**src/design/fsk_frequency_id_decoder_macros.svh**
```systemverilog
// Assertion helpers for the FSK ID decoder.
`ifndef FSK_FREQUENCY_ID_DECODER_MACROS_SVH
`define FSK_FREQUENCY_ID_DECODER_MACROS_SVH

// Implication checked while out of reset.
`define FSKID_ASSERT_IMP(lbl, clk, rst, ante, cons, msg) \
   lbl: assert property (@(posedge clk) disable iff (rst) (ante) |-> (cons)) else $error(msg);

// Next-cycle implication checked while out of reset.
`define FSKID_ASSERT_NEXT(lbl, clk, rst, ante, cons, msg) \
   lbl: assert property (@(posedge clk) disable iff (rst) (ante) |=> (cons)) else $error(msg);

`endif

```
**src/design/fskid_ram.sv**
```systemverilog
module fskid_ram #(
   parameter int WIDTH = 16,
   parameter int DEPTH = 256
) (
   input  logic                     clock,
   input  logic                     wr_en,
   input  logic [$clog2(DEPTH)-1:0] wr_addr,
   input  logic [WIDTH-1:0]         wr_data,
   input  logic [$clog2(DEPTH)-1:0] rd_addr,
   output logic [WIDTH-1:0]         rd_data
);

   logic [WIDTH-1:0] mem_ff [DEPTH];
   logic [WIDTH-1:0] rd_data_ff;

   always_ff @(posedge clock) begin
      if (wr_en) begin
         mem_ff[wr_addr] <= wr_data;
      end
      rd_data_ff <= mem_ff[rd_addr];
   end

   assign rd_data = rd_data_ff;

endmodule

```
**config.mk**
```make
export PLATFORM = sky130hd
export DESIGN_NAME = fskid_ram
export DESIGN_NICKNAME = d
export VERILOG_FILES = /design/src/design/fsk_frequency_id_decoder_macros.svh /design/src/design/fskid_ram.sv
export SDC_FILE = /design/constraint.sdc
export NUM_CORES = 2
export LEC_CHECK = 0
export ABC_CLOCK_PERIOD_IN_PS = 4200
export BUFFER_PORTS_ARGS = -buffer_cell sky130_fd_sc_hd__buf_2
export CAP_MARGIN = 20
export CORE_MARGIN = 3
export CORE_UTILIZATION = 35
export DETAILED_ROUTE_END_ITERATION = 12
export SLEW_MARGIN = 20
export SYNTH_ARGS = -nofsm -noshare
export SYNTH_HDL_FRONTEND = slang
export SYNTH_SLANG_ARGS = --single-unit
```
**constraint.sdc**
```tcl
create_clock -name clock -period 4.2 [get_ports clock]
set_input_delay 0.63 -clock clock [delete_from_list [all_inputs] [get_ports clock]]
set_output_delay 0.63 -clock clock [all_outputs]
set_load 0.05 [all_outputs]
```
After elaboration in Yosys (flattened, before gate mapping)

Memory sizes are Yosys's and may differ from the RTL's. A register that Yosys moved wholly into a read port is not among the register bits.
Cells that the tools add are included.

Muxes and demuxes: 2

Operators by type and width:

| operator          | count |
|---|---|
| two-way mux 1 bit | 2 |

Memory bits (writable): 4096
Word-level logic and storage cells: 3
Bits in registers: 0
Memories: 1
Bits of input ports: 34

Memory list:

| name   | depth | bits a word | read ports | clocked after Yosys merged registers in | wr ports | RTL line        | RTL |
|---|---|---|---|---|---|---|---|
| mem_ff | 256   | 16          | 1          | 1                                       | 1        | fskid_ram.sv:13 | `logic [WIDTH-1:0] mem_ff [DEPTH];` |

Longest topological paths before layout

Depth after elaboration: 2
Mapped depth: 12
Mapped depth without buffers: 6

Least setup slack after synthesis

OpenSTA, ideal clock, no wires.

Path type: in2reg
Start point: input port wr_addr[3]
End point: memory mem_ff[235][0] (enable)
Buffers on the path: 3
Setup slack: 1.405 ns
Cell stages on the path: 6
Required time: 3.812 ns
Data arrival time: 2.407 ns
Setup time: 0.388 ns
Cells stage by stage: clkbuf_1 > nor2b_1 > clkbuf_1 > nand4_1 > clkbuf_1 > nor2_1

RTL lines:

| element         | RTL line        | RTL |
|---|---|---|
| start, declared | fskid_ram.sv:7  | `input logic [$clog2(DEPTH)-1:0] wr_addr,` |
| end, declared   | fskid_ram.sv:13 |  |

No word-level cell before the write port.

==> flow_summary.ini <==
[power]
swShare = 0.212
p_sw_mw = 18.0
power_leakage_nw = 57.6
peakVddDrop_v = 0.000334
p_clk_frac = 0.412
power_frac_comb = 0.053
p_int_mw = 66.8
p_per_area_mw_per_mm2 = 464
seqPwrFrac = 0.535

[drt]
postRouteAntennaNets = 0
drt_iter0_markers = 9905
routedWlPerCell_um = 30.3
viasPerCell = 5.57
drt_wl_total_mm = 433
num_vias = 79500
drt_pre_antenna_iters = 6
drcViolationCount = 0

[synth]
syn_area_sq_mm = 0.159
async_reset_ff_frac = 0
syn_nets = 7394
synth_edf_count = 4096
syn-mean-instance-area_sq_um = 21.6
ys_seq_elements = 4112
synth_common_cells = 4096 x edfxtp_1, 797 x mux4_2, 565 x mux2i_1, 304 x nor2_1, 252 x o221ai_1
synth_top_area_share = 0.775
ys_warn_count = 0
synth_flop_cell = edfxtp_1
yosys.area.top_type = edfxtp_1
synth_seq_area_share = 0.777
synthCells = 7360
yosys-top-cells-area = edfxtp_1 77%, mux4_2 11%, mux2i_1 3.6%
synth.distinct_cells = 52
yosysMostFrequentCell = edfxtp_1

[finish]
fin_area_sq_mm = 0.183
seqCellArea_sq_mm = 0.123
final_nets = 8029
area_growth_pct = 15.1
multi_input_area_sq_mm = 0.0330
drive_above_1_share = 0.267
fillers = 39000
final_util = 0.406

[clock_network]
cts_tree = yes
clockRootBuffer = clkbuf_16
ctsResizeCount = 0
clkLatencyLatePin_ns = 0.93
cts_buffers = 392
cts_sinks = 4112
post_cts_buffers = 0
ctsHtreeMaxLevel = 5
cts_hold_buf = 0
cts.reportedPaths.clkPinSlew_ns = 0.06
clk_path_buf_depth = 4

[setup_path]
reg2reg_slack_ns = 0.93
crit_start = rd_addr[0]
cp.arrival_ns = 4.91
cp-endpoint = rd_data[13]
cp_max_fo = 73
crit_type = input pin to flip-flop
reg2regPathDepth = 6
crit_path_end_kind = flip-flop
rr_endpoint = rd_data[13]
cp.required_ns = 5.01
r2r_start = mem_ff[194][13]
start_kind = input pin

[placed_design]
placed_area_sq_mm = 0.170
port_buffers = 49
place_ws_ns = -0.659
hpwlAfterDp_mm = 266
gp_congestion = 0.858

[global_routing]
grt_max_degree = 147
grt_pass1_wl_mm = 613
gr-total-overflow = 0
grt_pass1_vias = 79600
grt_usage = 0.184
antenna_found_initial = 29

[timing]
fin_crit_ns = 4.09
maxSlewViolCount = 0
max_slew.worst_pin.slew_ns = 1.19
setup_viol = 0
setup_ws_ns = 0.107
hold_violations = 0
rsz0062_at_grt = no
tns_ns = 0
fmax_mhz = 244
finalClockSkew_ns = 0.0541
min_period_over_period = 0.975
maxSlewHeadroom = 0.209

[floorplanning]
core_area_sq_mm = 0.450
die_w_um = 679
initial_utilization = 0.352
ios = 50
rows = 246
die_area_sq_mm = 0.462
die_h_um = 679

[min_path]
hp-class = input pin to flip-flop

[flow_run]
drv_cap = 0

[run_status]
outcome = finished, final reports clean
## worst max-delay path: stages
cell,delay [ns]
buf_12,0.11
buf_12,0.15
buf_12,0.24
buf_12,0.41
buf_4,0.43
mux2i_1,0.13
o221ai_1,0.39
o32ai_1,0.13
a21oi_1,0.79
nand4_1,0.84
nor4_1,0.49
## worst min path at each step
stage | slack, ns | cells after the start | from | to
2_1_floorplan | 0.73 | 0 | wr_data[0] | mem_ff[0][0]
3_3_place_gp | 1.00 | 6 | mem_ff[216][10] | rd_data[10]
3_5_place_dp | 1.04 | 6 | mem_ff[218][10] | rd_data[10]
4_1_cts | 0.15 | 1 | wr_data[13] | mem_ff[85][13]
5_1_grt | 0.07 | 1 | wr_data[6] | mem_ff[156][6]
6_report | 0.10 | 1 | wr_data[6] | mem_ff[156][6]
## layout by cell type, fill, tap and decap left out, types with 65 or more instances in the layout
master / netlist / final
clkbuf_16: 0 / 403
mux4_2: 797 / 797
o221ai_1: 252 / 252
a21oi_1: 175 / 175
edfxtp_1: 4096 / 4096
nor2_1: 304 / 237
clkinv_1: 0 / 70
clkinv_2: 0 / 65
clkbuf_1: 230 / 88
buf_12: 5 / 80
o22ai_1: 148 / 148
mux2i_1: 565 / 565
nor2_2: 0 / 67
nor3_1: 92 / 90
mux2_2: 88 / 88
buf_4: 26 / 563
## routing by layer
metal	GRT usage	up-vias	wire length, um
met4	0.0680	10	16300
met3	0.0320	665	35300
met2	0.300	3602	210000
li1	-	32500	-
met5	0	-	78
met1	0.247	42600	171000
## metrics by stage
| stage | instances | power [mW] | hold slack (ns) |
|---|---|---|---|
| floorplan | 7360 | 48.5 | 0.729 |
| global placement | 13600 | 50.6 | 1.00 |
| detailed placement | 13600 | 50.7 | 1.04 |
| CTS | 14200 | 85.3 | 0.146 |
| global route | 14300 | 87.1 | 0.0722 |
| finish | 14300 | 84.8 | 0.105 |
## logic make-up (layout without fill, tap and decap cells)
group | Yosys count | count (layout) | synth area share
multiplexers | 1450 | 1450 | 0.155
other | 0 | 14 | 0
AND/OR/NAND/NOR | 556 | 556 | 0.0157
buffers and inverters | 456 | 1394 | 0.0169
AO/OA/AOI/OAI | 786 | 786 | 0.0354
flip-flops | 4112 | 4112 | 0.777
## final cells by class
type / instances / area share
sequential: 4112 / 0.675
multi-input combinational: 2792 / 0.180
clock buffer: 491 / 0.0570
tap: 5952 / 0.0408
timing repair buffer: 693 / 0.0347
clock inverter: 206 / 0.0116
antenna: 14 / 0.000192
inverter: 4 / 0.000151
## state kept, by name, summed over array words and instances, names as in the netlist
signal,flops
mem_ff,4096
rd_data,16
## power by group through the flow
stage               clock (mW)  sequential, mW  combinational, mW
floorplan                    0            46.2               2.23
global placement             0            46.2               4.42
detailed placement           0            46.2               4.50
CTS                       35.5            45.3               4.50
global route              37.1            45.3               4.69
finish                    34.9            45.3               4.47
(Power assumes the default switching activity.)
